`src/rtl/sem_pkg.sv`:
```
// ----------------------------------------------------------------------------
// sem_pkg
// Shared types and constants of the 3x3 Sobel edge magnitude unit.
// ----------------------------------------------------------------------------
package sem_pkg;

   localparam int CH_W           = 8;
   localparam int PIX_W          = 24;
   localparam int WIN_N          = 9;
   localparam int FW_W           = 11;
   localparam int FH_W           = 13;
   localparam int CSR_DATA_W     = 13;
   localparam int MAX_WIDTH_DEF  = 1024;
   localparam int MAX_HEIGHT     = 4096;
   localparam int GRAD_W         = 12;
   localparam int NSQ_W          = 21;
   localparam int ROOT_STEP_W    = 3;
   localparam int SAT_LIMIT      = 65280;

   localparam logic [FW_W-1:0] WIDTH_RESET  = FW_W'(640);
   localparam logic [FH_W-1:0] HEIGHT_RESET = FH_W'(480);

   // register indexes
   localparam logic CSR_FRAME_WIDTH  = 1'b0;
   localparam logic CSR_FRAME_HEIGHT = 1'b1;

   // item kinds
   localparam logic CMD_PIXEL = 1'b0;
   localparam logic CMD_FLUSH = 1'b1;

   // one window ready for the arithmetic, out-of-frame taps already zeroed
   typedef struct packed {
      logic [WIN_N-1:0][PIX_W-1:0] pix;
      logic                        last;
   } sem_item_type;

   // queue status seen by both sides
   typedef struct packed {
      logic full;
      logic empty;
   } sem_queue_stat_type;

   typedef enum logic {
      FRONT_IDLE,
      FRONT_UPDATE
   } sem_front_state_type;

   typedef enum logic [2:0] {
      BACK_IDLE,
      BACK_GRAD,
      BACK_SQUARE,
      BACK_ROOT,
      BACK_FINISH
   } sem_back_state_type;

endpackage

```
`src/rtl/sem_back.sv`:
```
// ----------------------------------------------------------------------------
// sem_back
// Sobel gradients, squared magnitude and rounded root per channel.
// ----------------------------------------------------------------------------
module sem_back (
   input  logic                          clock,
   input  logic                          reset,
   input  sem_pkg::sem_queue_stat_type   q_stat,
   input  sem_pkg::sem_item_type         q_item,
   output logic                          q_pop,
   output logic                          rsp_tvalid,
   input  logic                          rsp_tready,
   output logic [sem_pkg::PIX_W-1:0]     rsp_tdata,
   output logic                          rsp_tlast
);
   import sem_pkg::*;

   sem_back_state_type       state_ff, state_in;
   sem_item_type             item_ff;
   logic signed [GRAD_W-1:0] gx_ff [3];
   logic signed [GRAD_W-1:0] gy_ff [3];
   logic signed [GRAD_W-1:0] gx_in [3];
   logic signed [GRAD_W-1:0] gy_in [3];
   logic [NSQ_W-1:0]         n_ff [3];
   logic [NSQ_W-1:0]         n_in [3];
   logic [CH_W-1:0]          root_ff [3];
   logic [CH_W-1:0]          root_in [3];
   logic [CH_W-1:0]          mag [3];
   logic [ROOT_STEP_W-1:0]   step_ff;
   logic                     valid_ff, last_ff;
   logic [PIX_W-1:0]         data_ff;
   logic                     load;

   assign rsp_tvalid = valid_ff;
   assign rsp_tdata  = data_ff;
   assign rsp_tlast  = last_ff;

   // per-channel arithmetic, channel 0 is red in the top byte
   always_comb begin
      logic signed [GRAD_W-1:0] a [WIN_N];
      logic [CH_W-1:0]          t;
      logic [2*CH_W-1:0]        tt, ss;
      logic [2*GRAD_W-1:0]      sx, sy;
      for (int ch = 0; ch < 3; ch++) begin
         for (int k = 0; k < WIN_N; k++) begin
            a[k] = $signed({4'b0000, item_ff.pix[k][(2-ch)*CH_W +: CH_W]});
         end
         gx_in[ch] = (a[2] + (a[5] <<< 1) + a[8]) - (a[0] + (a[3] <<< 1) + a[6]);
         gy_in[ch] = (a[6] + (a[7] <<< 1) + a[8]) - (a[0] + (a[1] <<< 1) + a[2]);
         sx = (2*GRAD_W)'(gx_ff[ch] * gx_ff[ch]);
         sy = (2*GRAD_W)'(gy_ff[ch] * gy_ff[ch]);
         n_in[ch] = NSQ_W'(sx + sy);
         // one bit of the root per cycle
         t  = root_ff[ch] | (CH_W'(1) << step_ff);
         tt = t * t;
         root_in[ch] = (NSQ_W'(tt) <= n_ff[ch]) ? t : root_ff[ch];
         // round to nearest, saturate
         ss = root_ff[ch] * root_ff[ch];
         if (n_ff[ch] > NSQ_W'(SAT_LIMIT))
            mag[ch] = '1;
         else if (n_ff[ch] > NSQ_W'(ss) + NSQ_W'(root_ff[ch]))
            mag[ch] = root_ff[ch] + CH_W'(1);
         else
            mag[ch] = root_ff[ch];
      end
   end

   // sequencer
   always_comb begin
      state_in = state_ff;
      q_pop    = 1'b0;
      load     = 1'b0;
      unique case (state_ff)
         BACK_IDLE: begin
            if (!q_stat.empty) begin
               q_pop    = 1'b1;
               state_in = BACK_GRAD;
            end
         end
         BACK_GRAD:   state_in = BACK_SQUARE;
         BACK_SQUARE: state_in = BACK_ROOT;
         BACK_ROOT:   if (step_ff == '0) state_in = BACK_FINISH;
         BACK_FINISH: begin
            if (!valid_ff || rsp_tready) begin
               load     = 1'b1;
               state_in = BACK_IDLE;
            end
         end
         default: state_in = BACK_IDLE;
      endcase
   end

   always_ff @(posedge clock) begin
      if (q_pop) item_ff <= q_item;
      unique case (state_ff)
         BACK_GRAD: begin
            for (int ch = 0; ch < 3; ch++) begin
               gx_ff[ch] <= gx_in[ch];
               gy_ff[ch] <= gy_in[ch];
            end
         end
         BACK_SQUARE: begin
            for (int ch = 0; ch < 3; ch++) begin
               n_ff[ch]    <= n_in[ch];
               root_ff[ch] <= '0;
            end
            step_ff <= '1;
         end
         BACK_ROOT: begin
            for (int ch = 0; ch < 3; ch++) root_ff[ch] <= root_in[ch];
            step_ff <= step_ff - ROOT_STEP_W'(1);
         end
         default: ;
      endcase
      if (load) begin
         data_ff <= {mag[0], mag[1], mag[2]};
         last_ff <= item_ff.last;
      end
   end

   always_ff @(posedge clock) begin
      if (reset) begin
         state_ff <= BACK_IDLE;
         valid_ff <= 1'b0;
      end else begin
         state_ff <= state_in;
         if (load)            valid_ff <= 1'b1;
         else if (rsp_tready) valid_ff <= 1'b0;
      end
   end

endmodule

```
`config.mk`:
```
export PLATFORM = sky130hd
export DESIGN_NAME = sem_back
export DESIGN_NICKNAME = d
export VERILOG_FILES = /design/src/rtl/sem_pkg.sv /design/src/rtl/sem_back.sv
export SDC_FILE = /design/constraint.sdc
export NUM_CORES = 2
export LEC_CHECK = 0
export ABC_AREA = 1
export BUFFER_PORTS_ARGS = -buffer_cell sky130_fd_sc_hd__clkbuf_2
export CAP_MARGIN = 20
export CORE_MARGIN = 5
export CORE_UTILIZATION = 65
export CTS_CLUSTER_DIAMETER = 150
export DETAILED_ROUTE_END_ITERATION = 8
export GPL_TIMING_DRIVEN = 1
export PLACE_DENSITY = 0.83
export SLEW_MARGIN = 20
export SYNTH_ARGS = -nofsm -noshare
export SYNTH_HDL_FRONTEND = slang
export SYNTH_SLANG_ARGS = --single-unit
```
`constraint.sdc`:
```
create_clock -name clock -period 87.1 [get_ports clock]
set_input_delay 26.13 -clock clock [delete_from_list [all_inputs] [get_ports clock]]
set_output_delay 26.13 -clock clock [all_outputs]
set_load 0.05 [all_outputs]
```
Yosys cells after proc, flatten, opt, wreduce, memory -nomap -nowiden
Memories as Yosys holds them, arrays and structs flattened. Cells that the tools add are included.

Register bits after elaboration: 225. Bits in latches: 0. Memory bits (writable): 159. ROM bits: 0. Logic and storage cells: 128. Memories kept: 4.

$add $sub $neg: 40. $mul: 12. Div/mod/pow operators: 0. $lt $le $gt $ge: 9. Equality and inequality tests: 7. Shift operators: 1. Multiplexer cells: 26. Bitwise gates (word level): 6. Reduce and logical (&&, ||, !) cells: 7.

Memories: n_ff (depth 3, bits a word 21, read ports 3, clocked after Yosys merged registers in 0, write ports 3, RTL line sem_back.sv:24) `logic [NSQ_W-1:0] n_ff [3];`; gx_ff (depth 3, bits a word 12, read ports 3, clocked after Yosys merged registers in 0, write ports 3, RTL line sem_back.sv:20) `logic signed [GRAD_W-1:0] gx_ff [3];`; gy_ff (depth 3, bits a word 12, read ports 3, clocked after Yosys merged registers in 0, write ports 3, RTL line sem_back.sv:21) `logic signed [GRAD_W-1:0] gy_ff [3];`; root_ff (depth 3, bits a word 8, read ports 3, clocked after Yosys merged registers in 0, write ports 3, RTL line sem_back.sv:26) `logic [CH_W-1:0] root_ff [3];`.

Operators with widths (count): 10-bit by 8-bit adder with 11-bit output (12); 12-bit by 12-bit multiplier with 21-bit output (6); 8-bit by 9-bit adder with 10-bit output (12); 8-bit by 8-bit multiplier with 16-bit output (6); 8-bit 2-to-1 mux (9); 11-bit by 11-bit subtractor with 12-bit output (6); 21-bit adder (3); 21-bit by 16-bit > comparator with 1-bit output, second input constant (3); 21-bit by 17-bit > comparator with 1-bit output (3); 16-bit by 21-bit <= comparator with 1-bit output (3); 16-bit by 8-bit adder with 17-bit output (3); 8-bit by 1-bit adder with 8-bit output, second input constant (3); 8-bit bitwise OR (3); 3-bit one-hot mux with 5 select lines (1); 1-bit 2-to-1 mux (12); 3-bit 2-to-1 mux (3); 1-bit by 3-bit left shift with 8-bit output, first input constant (1); 3-bit by 2-bit equality test with 1-bit output, second input constant (2); 3-bit logical NOT (2); 2-bit != test, second input constant (3); 3-bit one-hot mux with 2 select lines (1); 2-bit nonzero test (2); 3-bit by 1-bit equality test with 1-bit output, second input constant (1); 3-bit equality test, second input constant (1); other kinds (5) (7).

Logic depth before layout (Yosys ltp)
Depth in word-level cells: 6. Mapped depth: 36.

Least setup slack after synthesis
Ideal clock, no wire load.

Path kind: input -> output. Start point: input q_stat[0] (netlist name). End point: output q_pop. Arrival time: 40195 ps. Data required time: 60970 ps. Setup slack: 20775 ps. Cell stages on the path: 1. Cell sequence: nor3_1.

Word-level cells in the longest chain between the ends: 2.

Ends and longest elaborated chain: start: declaration (RTL line sem_back.sv:8) `input sem_pkg::sem_queue_stat_type q_stat,`; 1-bit 2-to-1 mux (RTL line sem_back.sv:75) `if (!q_stat.empty) begin`; 1-bit 2-to-1 mux (RTL line sem_back.sv:73) `unique case (state_ff)`; end: declaration (RTL line sem_back.sv:10) `output logic q_pop,`.

No other way between the ends.

Worst setup path in the final report
Same ends and word-level chain as after synthesis.

==> impl_metrics.json <==
{
  "period_minus_slack_ns": 53.75,
  "layout_common_cells": "2,001 x inv_1, 1,099 x nand2_1, 1,086 x fa_1, 606 x ha_1, 380 x edfxtp_1",
  "gp_congestion": 0.907,
  "finalSetupViolCount": 0,
  "grt.met2_usage": 0.479,
  "ys_seq_area_frac": 0.193,
  "start_kind": "input pin",
  "crit_start": "q_stat[0]",
  "rows": 111,
  "clk_pin_slew_ns": 0.05,
  "vias": 41300,
  "drv_cap": 0,
  "hold_path.class": "register to register",
  "ys_seq_elements": 384,
  "place_area_um2": 61700,
  "overflow": 0,
  "cts-hold-fix-buffers": 0,
  "insertion_delay_ns": 0.66,
  "syn_inst": 6386,
  "avgSynthCellArea_um2": 9.31,
  "fin_util": 0.694,
  "nets": 8475,
  "grt_util_all_layers": 0.272,
  "final_area_um2": 63300,
  "async_flop_share": 0,
  "finalSetupTns_ns": 0,
  "hold_start": "item_ff[0]",
  "ctsHtreeMaxLevel": 2,
  "final_max_slew_viol_count": 0,
  "slew_headroom": 0.196,
  "grt_util_met1": 0.343,
  "die_y_um": 312,
  "tritoncts": "done",
  "cts.sinks": 384,
  "drt_iter0_drc": 2820,
  "grt_busiest_layer": "met2",
  "critPathKind": "input pin to primary output",
  "synth_edf_count": 380,
  "drive_gt1_frac": 0.0562,
  "post_cts_buffers": 0,
  "dpl.hpwl_um": 107000,
  "outcome": "complete, no violations",
  "via_per_inst": 5.30,
  "use_met3": 0.0467,
  "drt_first_pass_iters": 6,
  "initial_core_util": 0.652,
  "synth_cell_types": 50,
  "reg2reg_from": "gx_ff[0][35]",
  "diodes": 0,
  "max_freq_ghz": 0.0186,
  "endpoint_kind": "primary output",
  "syn_to_final_growth_pct": 6.43,
  "synth_fp_nets": 8300,
  "cts_buffer_depth": 3,
  "fill_cells": 6440,
  "worstPathRequired_ns": 60.97,
  "grt_max_degree": 81,
  "yosys_warnings": 0,
  "grt_pass1_vias": 45200,
  "cts_resized": 0,
  "grt_pass1_wl_um": 216000,
  "cts_buffers": 46,
  "final.period_utilization": 0.617,
  "io_pins": 249,
  "coreArea_um2": 91200,
  "worst_ep_arrival_time_ns": 27.62,
  "syn_area_um2": 59500,
  "dp_cells": 7699,
  "ys.flop_type": "edfxtp_1",
  "wire_per_inst_um": 16.4,
  "worstMarginPinSlew_ns": 1.20,
  "antenna_found_initial": 0,
  "die_w_um": 312,
  "clockRootBuffer": "clkbuf_16",
  "finalClockSkew_ns": 0.0430,
  "drcViolationCount": 0,
  "wl_um": 128000,
  "stdcell_count": 7784,
  "final_common_cell": "inv_1",
  "ant_nets": 0,
  "crit_fanout": 3,
  "final_hold_viol_count": 0,
  "die_area_um2": 97700,
  "port-buffer-count": 223,
  "rsz0062_at_grt": "no"
}
## critical path, stage by stage
cell	delay [ns]
clkbuf_2	0.10
nor3_2	0.94
clkbuf_2	0.44
## metrics by stage
step / worst slack [ns] / hold WS [ns]
5_1_grt: 33.42 / 0.421
3_3_place_gp: 33.39 / 0.404
6_report: 33.35 / 0.416
4_1_cts: 33.38 / 0.419
2_1_floorplan: 20.78 / 0.400
3_5_place_dp: 33.39 / 0.406
## layout make-up
class / instances / area, µm² / area share
inverters: 2016 / 7570 / 0.120
multi-input cells: 3882 / 40000 / 0.632
repair buffers: 231 / 1180 / 0.0186
flip-flops and latches: 384 / 11500 / 0.182
well taps: 1186 / 1480 / 0.0234
clock inverters: 30 / 380 / 0.00601
clock buffers: 55 / 1180 / 0.0187
## Yosys cell counts (all sizes together) (4+ instances only)
master / instances / area (µm²)
a31oi: 9 / 62.6
buf: 19 / 106
nor2: 161 / 609
o2111ai: 13 / 114
o211ai: 14 / 105
nand3: 152 / 776
ha: 606 / 7580
inv: 2014 / 7560
a21boi: 5 / 37.5
nor4: 19 / 125
nand2: 1107 / 4180
edfxtp: 380 / 11400
o21ai: 100 / 500
o21bai: 8 / 63.8
xor2: 168 / 1480
a21oi: 219 / 1100
dfxtp: 4 / 80.1
nand3b: 8 / 72.6
clkbuf: 85 / 319
nand4: 34 / 219
nor3: 46 / 235
or2: 32 / 200
fa: 1086 / 21700
a21o: 11 / 82.6
xnor2: 72 / 631
## metal layers
layer,vias up,wire length (µm)
met1,20400,49500
met2,1310,64500
li1,19300,-
met4,0,4770
met3,302,8980
met5,-,0
## worst paths after layout
kind                      end  slack (ns)  cells past startpoint
hold reg to reg     rsp_tlast        0.42                      0
setup reg to reg  n_ff[0][62]       79.91                     24
setup / recovery        q_pop       33.35                      3
hold / removal      rsp_tlast        0.42                      0
## kinds of logic after synthesis
kind of cell	Yosys count	synth area share
AOI/OAI and AO/OA	387	0.0358
DFF	384	0.193
other	2	0.000126
xor gates and xnor gates	240	0.0355
adders and majority gates	1692	0.493
and+or+nand+nor	1561	0.108
buffers and inverters	2120	0.134
## sequential cells by signal (all words and copies together) (netlist names)
register / cells
step_ff: 3
root_ff: 24
gy_ff: 36
gx_ff: 36
n_ff: 63
rsp_tvalid: 1
state_ff: 3
rsp_tdata: 24
item_ff: 193
rsp_tlast: 1
Power is not shown: default switching activity piles up to over one toggle a cycle in this logic, so the estimate is an artifact.
