==> src/rtl/sem_pkg.sv <==
// ----------------------------------------------------------------------------
// sem_pkg
// Shared types and constants of the 3x3 Sobel edge magnitude unit.
// ----------------------------------------------------------------------------
package sem_pkg;

   localparam int CH_W           = 8;
   localparam int PIX_W          = 24;
   localparam int WIN_N          = 9;
   localparam int FW_W           = 11;
   localparam int FH_W           = 13;
   localparam int CSR_DATA_W     = 13;
   localparam int MAX_WIDTH_DEF  = 1024;
   localparam int MAX_HEIGHT     = 4096;
   localparam int GRAD_W         = 12;
   localparam int NSQ_W          = 21;
   localparam int ROOT_STEP_W    = 3;
   localparam int SAT_LIMIT      = 65280;

   localparam logic [FW_W-1:0] WIDTH_RESET  = FW_W'(640);
   localparam logic [FH_W-1:0] HEIGHT_RESET = FH_W'(480);

   // register indexes
   localparam logic CSR_FRAME_WIDTH  = 1'b0;
   localparam logic CSR_FRAME_HEIGHT = 1'b1;

   // item kinds
   localparam logic CMD_PIXEL = 1'b0;
   localparam logic CMD_FLUSH = 1'b1;

   // one window ready for the arithmetic, out-of-frame taps already zeroed
   typedef struct packed {
      logic [WIN_N-1:0][PIX_W-1:0] pix;
      logic                        last;
   } sem_item_type;

   // queue status seen by both sides
   typedef struct packed {
      logic full;
      logic empty;
   } sem_queue_stat_type;

   typedef enum logic {
      FRONT_IDLE,
      FRONT_UPDATE
   } sem_front_state_type;

   typedef enum logic [2:0] {
      BACK_IDLE,
      BACK_GRAD,
      BACK_SQUARE,
      BACK_ROOT,
      BACK_FINISH
   } sem_back_state_type;

endpackage

==> src/rtl/sem_queue.sv <==
// ----------------------------------------------------------------------------
// sem_queue
// Two-entry queue of windows between front and back.
// ----------------------------------------------------------------------------
module sem_queue (
   input  logic                         clock,
   input  logic                         reset,
   input  logic                         push,
   input  sem_pkg::sem_item_type        push_item,
   input  logic                         pop,
   output sem_pkg::sem_item_type        pop_item,
   output sem_pkg::sem_queue_stat_type  stat
);
   import sem_pkg::*;

   sem_item_type entry_ff [2];
   logic         wr_ff, rd_ff;
   logic [1:0]   count_ff;

   assign stat.full  = (count_ff == 2'd2);
   assign stat.empty = (count_ff == 2'd0);
   assign pop_item   = entry_ff[rd_ff];

   always_ff @(posedge clock) begin
      if (push) entry_ff[wr_ff] <= push_item;
   end

   always_ff @(posedge clock) begin
      if (reset) begin
         wr_ff    <= 1'b0;
         rd_ff    <= 1'b0;
         count_ff <= '0;
      end else begin
         if (push) wr_ff <= !wr_ff;
         if (pop)  rd_ff <= !rd_ff;
         count_ff <= count_ff + {1'b0, push} - {1'b0, pop};
      end
   end

endmodule

==> config.mk <==
export PLATFORM = sky130hd
export DESIGN_NAME = sem_queue
export DESIGN_NICKNAME = d
export VERILOG_FILES = /design/src/rtl/sem_pkg.sv /design/src/rtl/sem_queue.sv
export SDC_FILE = /design/constraint.sdc
export NUM_CORES = 1
export LEC_CHECK = 0
export BUFFER_PORTS_ARGS = -buffer_cell sky130_fd_sc_hd__buf_2
export CAP_MARGIN = 5
export CORE_ASPECT_RATIO = 0.6
export CORE_MARGIN = 4
export CORE_UTILIZATION = 35
export CTS_CLUSTER_DIAMETER = 80
export CTS_CLUSTER_SIZE = 24
export DETAILED_ROUTE_END_ITERATION = 8
export PLACE_DENSITY = 0.68
export SYNTH_ARGS = -nofsm -noshare
export SYNTH_HDL_FRONTEND = slang
export SYNTH_SLANG_ARGS = --single-unit
export TNS_END_PERCENT = 20
==> constraint.sdc <==
create_clock -name clock -period 12.9 [get_ports clock]
set_input_delay 0.645 -clock clock [delete_from_list [all_inputs] [get_ports clock]]
set_output_delay 0.645 -clock clock [all_outputs]
set_load 0.01 [all_outputs]
# After elaboration in Yosys (flattened, before gate mapping)
# Memories as Yosys holds them, arrays and structs flattened. A register that Yosys moved wholly into a read port is not among the register bits.
# Cells that the tools add are included.
[word_totals]
register_bits = 4
ramBits = 434
output_inout_bits = 219
elab_cells = 14
n_memories = 1
[classes]
addsub = 2
eq_ne = 1
n_mux = 4
reduce_logical = 3
[mem_list]
columns = ["name", "words", "width", "read_ports", "rd_ports_with_merged_regs", "write_ports", "line", "text"]
rows = [
  ["entry_ff", 2, 217, 1, 1, 1, "sem_queue.sv:16", "sem_item_type entry_ff [2];"],
]
[op_table]
columns = ["op", "n"]
rows = [
  ["$mux W1", 4],
  ["$add A2 B1 Y2", 1],
  ["$eq A2 B2 Y1 const B", 1],
  ["$logic_not A1 Y1", 2],
  ["$logic_not A2 Y1", 1],
  ["$sub A2 B1 Y2", 1],
]

# Logic depth before layout (Yosys ltp)
# Gate-level depths: netlist of run 1.
[logic_depth]
depth_word = 3
depth_mapped = 6

# Worst setup path after synthesis of run 1
# Ideal clock, no wire load.
[synth_timing]
kind = "input port to flip-flop"
start = "input push"
end = "memory entry_ff[0][0] in the netlist's numbering (enable)"
setup_ns = 0.824
t_arrival_ns = 9.995
required_ns = 12.076
setup_slack_ns = 2.081
cell_stages = 1
path_buffers = 0
path_cell_list = "nor2b_1"
[synth_between]
elab_chain_cells = 2
[synth_lines]
columns = ["item", "line", "text"]
rows = [
  ["start: declaration", "sem_queue.sv:8", "input logic push,"],
  ["$mux W1", "sem_queue.sv:25", "if (push) entry_ff[wr_ff] <= push_item;"],
  ["$mux W1 (implied by the code)", "sem_queue.sv:25", ""],
  ["end: declaration", "sem_queue.sv:16", ""],
]
# Every way passes these cells.

==> run_results.csv, run 1 <==
group,metric,value,unit
clocking,worstSkewPairLatency,540,ps
drt,wl_per_cell,18.80,um
sta,setup_viol_count_final,0,
synth,yosys_register_bits,439,
critical_path,startpoint_type,"flop",
sta,hold_slack,271.0,ps
finish,final_area,19890,um2
finish,nFillCells,4095,
drt,drc,0,
critical_path,cp_data_required_time,12260,ps
synth,ys_warn_count,0,
power_and_ir_drop,intPower,2.181,mW
place,placed_area,19260,um2
clocking,htree_levels,1,
drt,wl,33580,um
drt,dr.pass1.iters,4,
power_and_ir_drop,switching_share,0.2258,
floorplanning,rows,61,
critical_path,ff2ff_setup_slack,10040,ps
critical_path,cp_num_cells,4,
place,port_buffers,439,
sta,timing.final.ws_setup,9021,ps
drt,vias,7940,
critical_path,crit_top_cell,"buf_4",
finish,mostFrequentLayoutCells,"439 x buf_2, 434 x edfxtp_1, 130 x mux2_4, 87 x mux2_2, 23 x clkbuf_16",
floorplanning,core-area,46330,um2
power_and_ir_drop,peakVddDrop,0.1003,mV
global_routing,track_usage,0.1258,
synth,yosys-top-cells-area,"edfxtp_1 79%, mux2_4 12%, mux2_2 6.0%, buf_6 1.1%, dfxtp_1 0.61%",
sta,rsz0062_at_grt,"no",
place,gp_congestion,0.7717,
sta,min_period_over_period,0.3007,
power_and_ir_drop,combPwrFrac,0.133,
sta,relSlewSlack,0.3329,
critical_path,cp_max_fo,55,
critical_path,cpLargestDelayFamily,"buffers and inverters",
synth,syn-num-nets,919,
critical_path,r2r_cells,3,
drt,postRouteAntennaNets,0,
critical_path,rr_startpoint,"wr_ff$_SDFFE_PP0P_",
place,hpwl,23670,um
drt,routed_via_density,4.446,
clocking,holdBufCountCts,0,
global_routing,overflow,0,
sta,tightest_slew,1001,ps
clocking,postCtsSetupBuffers,0,
sta,fin_crit,3879,ps
floorplanning,die-area,50500,um2
synth,synth_top_area_frac,0.7946,
drt,drt_iter0_drc,402,
power_and_ir_drop,switchingPower,636.2,uW
clocking,cts_tree,"done",
critical_path,arrival,3230,ps
power_and_ir_drop,p_per_area,141.6,nW/um2
critical_path,rr_endpoint,"entry_ff[1][155]$_DFFE_PP_",
power_and_ir_drop,p_seq_frac,0.599,
global_routing,first_global_vias,8314,
sta,clock.fmax,0.2578,GHz
synth,synth_cell_types,13,
clocking,cts.sinks,439,
critical_path,max_stage_delay,760,ps
global_routing,grt_max_degree,72,
floorplanning,die_y,175.7,um
sta,fin_skew,12.11,ps
power_and_ir_drop,leakage,7.566,nW
sta,tns,0,ps
critical_path,crit_path_end,"pop_item[150]",
clocking,root_buffer,"clkbuf_16",
critical_path,critical_path_class,"reg2out",
synth,seq_area_frac_synth,0.8007,
finish,areaGrowthSynthToFinish,21.29,%
clocking,cts.path.max_buffers,3,
sta,slew_viol_final,0,
global_routing,antenna_found_initial,3,
critical_path,cp.buffers_inverters,3,
outcome,status,"finished, final reports clean",
critical_path,crit_chain,"buf_4 > buf_4 > mux2_4 > buf_2",
synth,synth_area,16400,um2
floorplanning,die_w,287.5,um
job,max_cap_viol_count,0,
synth,avgSynthCellArea,23.56,um2
clocking,ctsResizeCount,0,
critical_path,slowest_stage,"buf_4",
synth,synthCells,696,
finish,drive_gt1_frac,0.6014,
critical_path,endpoint_kind,"output port",
sta,hold_viol_final,0,
floorplanning,initial_core_util,0.3540,
place,placedCellCount,1752,
global_routing,grt_pass1_wl,49480,um
finish,instances_no_fill,1786,
synth,yosysTopAreaCell,"edfxtp_1",
clocking,clk_pin_slew,100,ps
finish,finalNetCount,1369,
clocking,cts_inserted_buffers,22,
floorplanning,io_pins,440,
finish,final_common_cell,"buf_2",
place,dp_slack,9578,ps
hold_path,min_path_type,"in2reg",
power_and_ir_drop,power_frac_clock,0.267,
## layout make-up
class                      instances  area [um2]  share of cell area
clock buffer                      31       605.6             0.03044
clock inverter                     1       20.02            0.001006
inverter                           2       7.507           0.0003774
sequential                       439       13140              0.6604
multi-input combinational        231        3050              0.1533
timing repair buffer             450        2280              0.1146
antenna                            2       5.005           0.0002516
tap                              630       788.3             0.03963
## power by group through the flow
stage	Sequential (mW)	Clock (mW)	Combinational, mW
after floorplan	1.74	0	0.232
after global placement	1.72	0	0.377
after detailed placement	1.72	0	0.381
after CTS	1.69	0.789	0.383
after global routing	1.70	0.846	0.403
final	1.69	0.753	0.375
## stage by stage
step           power [mW]  utilization
5_1_grt             2.946       0.4294
2_1_floorplan       1.969            -
3_5_place_dp        2.104       0.4158
4_1_cts             2.861       0.4293
6_report            2.817       0.4294
3_3_place_gp        2.095       0.4158
## worst register-to-register path: stages (launching register included)
cell,delay (ps)
dfxtp_1,420
and2_4,540
buf_4,600
buf_4,840
## logic make-up (layout without fill, tap and decap cells)
kind of cell | count (synthesis) | count (layout) | synth area share
AND/OR/NAND/NOR | 9 | 9 | 0.002671
buffers and inverters | 26 | 484 | 0.01388
multiplexers | 217 | 217 | 0.1787
XOR/XNOR | 3 | 3 | 0.002441
adder cells (fa/ha/maj) | 2 | 2 | 0.001526
other | 0 | 2 | 0
flip-flops | 439 | 439 | 0.8007
## how the worst min path moves through the flow
stage                  startpoint                   endpoint  slack (ps)  cells past startpoint
6_report            push_item[42]  entry_ff[0][42]$_DFFE_PP_         270                      1
3_3_place_gp   rd_ff$_SDFFE_PP0P_         rd_ff$_SDFFE_PP0P_         500                      2
3_5_place_dp   rd_ff$_SDFFE_PP0P_                       flop         530                      2
4_1_cts             push_item[42]  entry_ff[0][42]$_DFFE_PP_         220                      1
2_1_floorplan  rd_ff$_SDFFE_PP0P_                       flop         480                      2
5_1_grt             push_item[75]  entry_ff[1][75]$_DFFE_PP_         220                      1
## sequential cells by signal (all words and copies together) (netlist names), named ones only
| signal | cells |
|---|---|
| rd_ff | 1 |
| count_ff | 2 |
| wr_ff | 1 |
| entry_ff | 434 |
## cell usage after synthesis (all sizes together)
library cell,n
dfxtp,5
inv,2
ha,2
edfxtp,434
nor2,5
xnor3,1
nor2b,3
and2,1
xnor2,2
mux2,217
buf,24
## metal layers
metal  track usage  vias to the layer above  routed length (um)
met4       0.02832                        0                 651
met5             0                        -                   0
met2        0.2052                      267               16290
li1              -                     3653                   -
met3       0.03230                       42                2312
met1        0.1709                     3978               14330
(Power assumes the default switching activity.)
==> run 2, diff against run 1 <==
- ABC_AREA: unset -> 1
- PLACE_DENSITY: 0.68 -> 0.7
- clock period: 12.9 -> 3.25 ns (I/O delays scaled with it)
==> run_results.csv, run 2 <==
group,metric,value,unit
job,max_cap_viol_count,0,
synth,synth_area,16410,um2
critical_path,cp_max_fo,45,
hold_path,min_path_type,"in2reg",
global_routing,antenna_found_initial,1,
critical_path,startpoint_type,"flop",
global_routing,track_usage,0.1430,
finish,areaGrowthSynthToFinish,36.20,%
floorplanning,initial_core_util,0.3542,
synth,yosys_register_bits,439,
global_routing,first_global_vias,9848,
sta,clock.fmax,0.4023,GHz
global_routing,grt_max_degree,94,
finish,largest_register,"entry_ff",
sta,slew_viol_final,0,
floorplanning,core-area,46330,um2
synth,synthTopCellsByCount,"434 x edfxtp_1, 130 x mux2_4, 87 x mux2_2",
power_and_ir_drop,switchingPower,2.550,mW
synth,seq_area_frac_synth,0.8004,
power_and_ir_drop,leakage,8.627,nW
sta,rsz0062_at_grt,"no",
place,placed_area,19510,um2
critical_path,slowest_stage,"dfxtp_4",
power_and_ir_drop,peakVddDrop,0.4257,mV
synth,synth_top_area_frac,0.7943,
global_routing,grt_pass1_wl,56520,um
critical_path,max_stage_delay,850,ps
finish,multi_input_area,3035,um2
synth,avgSynthCellArea,23.24,um2
critical_path,crit_chain,"buf_4 > mux2_2 > buf_2",
synth,yosys-top-cells-area,"edfxtp_1 79%, mux2_4 12%, mux2_2 6.0%, buf_6 1.1%, dfxtp_1 0.61%",
power_and_ir_drop,total_power,11.31,mW
synth,synth-edff-count,434,
sta,setup_viol_count_final,0,
clocking,worstSkewPairLatency,540,ps
synth,synth_cell_types,14,
sta,hold_viol_final,0,
clocking,cts.sinks,439,
critical_path,cpLargestDelayFamily,"flip-flops",
synth,yosys.cell_count.top_type,"edfxtp_1",
clocking,ctsResizeCount,0,
place,hpwl,25250,um
drt,vias,9103,
clocking,htree_levels,1,
drt,drc,0,
power_and_ir_drop,p_per_area,506.2,nW/um2
drt,postRouteAntennaNets,0,
finish,largest_reg_flops,434,
outcome,status,"finished, final reports clean",
finish,nFillCells,3780,
sta,fin_skew,10.93,ps
place,gp_congestion,0.8506,
synth,syn-num-nets,929,
clocking,clk_pin_slew,90,ps
synth,synth_ff_type,"edfxtp_1",
sta,relSlewSlack,0.4894,
sta,timing.final.ws_setup,764.1,ps
clocking,cts.path.max_buffers,3,
place,dp_slack,1325,ps
critical_path,endpoint_kind,"output port",
synth,yosysTopAreaCell,"edfxtp_1",
clocking,cts_tree,"done",
finish,drive_gt1_frac,0.5096,
sta,fin_crit,2486,ps
power_and_ir_drop,combPwrFrac,0.148,
place,port_buffers,439,
floorplanning,io_pins,440,
finish,reg_top3,"entry_ff: 434 flops, count_ff: 2 flops",
floorplanning,die_y,175.7,um
critical_path,cp.buffers_inverters,2,
critical_path,cp_data_required_time,3090,ps
synth,ys_warn_count,0,
drt,wl,37840,um
power_and_ir_drop,switching_share,0.2255,
floorplanning,die_w,287.5,um
floorplanning,die-area,50520,um2
finish,final_area,22350,um2
clocking,root_buffer,"clkbuf_16",
sta,min_period_over_period,0.7649,
synth,synthCells,706,
critical_path,arrival,2320,ps
finish,regArea,13140,um2
hold_path,min-delay-start,"push_item[14]",
finish,final_common_cell,"buf_2",
critical_path,ff2ff_setup_slack,1510,ps
finish,finalNetCount,1618,
drt,dr.pass1.iters,4,
finish,mostFrequentLayoutCells,"439 x buf_2, 434 x edfxtp_1, 221 x dlygate4sd3_1, 130 x mux2_4, 87 x mux2_2",
power_and_ir_drop,power_frac_clock,0.263,
drt,drt_iter0_drc,447,
global_routing,overflow,0,
critical_path,critical_path_class,"reg2out",
critical_path,rr_startpoint,"wr_ff$_SDFFE_PP0P_",
drt,wl_per_cell,18.60,um
drt,routed_via_density,4.475,
power_and_ir_drop,p_seq_frac,0.588,
sta,tightest_slew,765.8,ps
power_and_ir_drop,intPower,8.761,mW
synth,synthArstFlopShare,0,
clocking,cts_inserted_buffers,22,
floorplanning,rows,61,
run 2: cell count changes after synthesis, sizes merged, moves of 3 or more:
| cell | before | now |
|---|---|---|
| nor2 | 5 | 8 |
| inv | 2 | 8 |
| nand2 | 0 | 4 |
| nor2b | 3 | 0 |
run 2: power by group through the flow:
stage                     Combinational [mW]  Sequential [mW]  Clock (mW)
after CTS                               1.69             6.66        3.11
final                                   1.68             6.66        2.98
after global routing                    1.79             6.68        3.33
after global placement                  1.44             6.77           0
after floorplan                        0.866             6.76           0
after detailed placement                1.46             6.79           0
run 2: worst register-to-register path: stages, from the launching register on:
cell	delay, ps
dfxtp_2	380
nand2_2	80
clkinvlp_4	380
buf_12	460
run 2: area by class of cell:
| class | instances | share of cell area |
|---|---|---|
| repair buffers | 689 | 0.2115 |
| diodes | 1 | 0.0001120 |
| clock inverters | 2 | 0.0009518 |
| flip-flops and latches | 439 | 0.5879 |
| multi-input cells | 235 | 0.1358 |
| well taps | 630 | 0.03527 |
| clock buffers | 30 | 0.02693 |
| inverters | 8 | 0.001512 |
run 2: cells by family after synthesis:
| kind of cell | share of synthesized area |
|---|---|
| AOI/OAI and AO/OA | 0.0003047 |
| DFF | 0.8004 |
| adders and majority gates | 0.001525 |
| xor gates and xnor gates | 0.0005339 |
| muxes | 0.1787 |
| and+or+nand+nor | 0.003354 |
| buffers and inverters | 0.01525 |
run 2: layer usage:
layer | wire, um | vias to the layer above | part of all wire | track usage
met1 | 15480 | 4562 | 0.41 | 0.1820
met5 | 0 | - | 0 | 0
met4 | 971 | 0 | 0.026 | 0.03452
li1 | - | 4154 | - | -
met3 | 2383 | 55 | 0.063 | 0.03009
met2 | 19010 | 332 | 0.50 | 0.2513
run 2: metrics by stage:
stage	util	TNS (ps)	hold WS (ps)	instances
2_1_floorplan	-	-319830	233.7	706
3_3_place_gp	0.4211	0	349.9	1780
3_5_place_dp	0.4211	0	353.2	1780
4_1_cts	0.4823	0	289.9	2033
5_1_grt	0.4824	0	303.2	2034
6_report	0.4824	0	331.3	2034
run 2: path summary, 6_finish.rpt:
check,end,cells past startpoint
worst max register to register,entry_ff[1][178]$_DFFE_PP_,3
worst min register to register,rd_ff$_SDFFE_PP0P_,2
worst min-delay path,entry_ff[0][14]$_DFFE_PP_,2
worst max-delay path,pop_item[48],3
run 2: timing repair:
item / 4_1_cts / 5_1_grt
hold endpoints to repair: 439 / 0
setup buffers: 0 / 0
hold buffers: 221 / 0
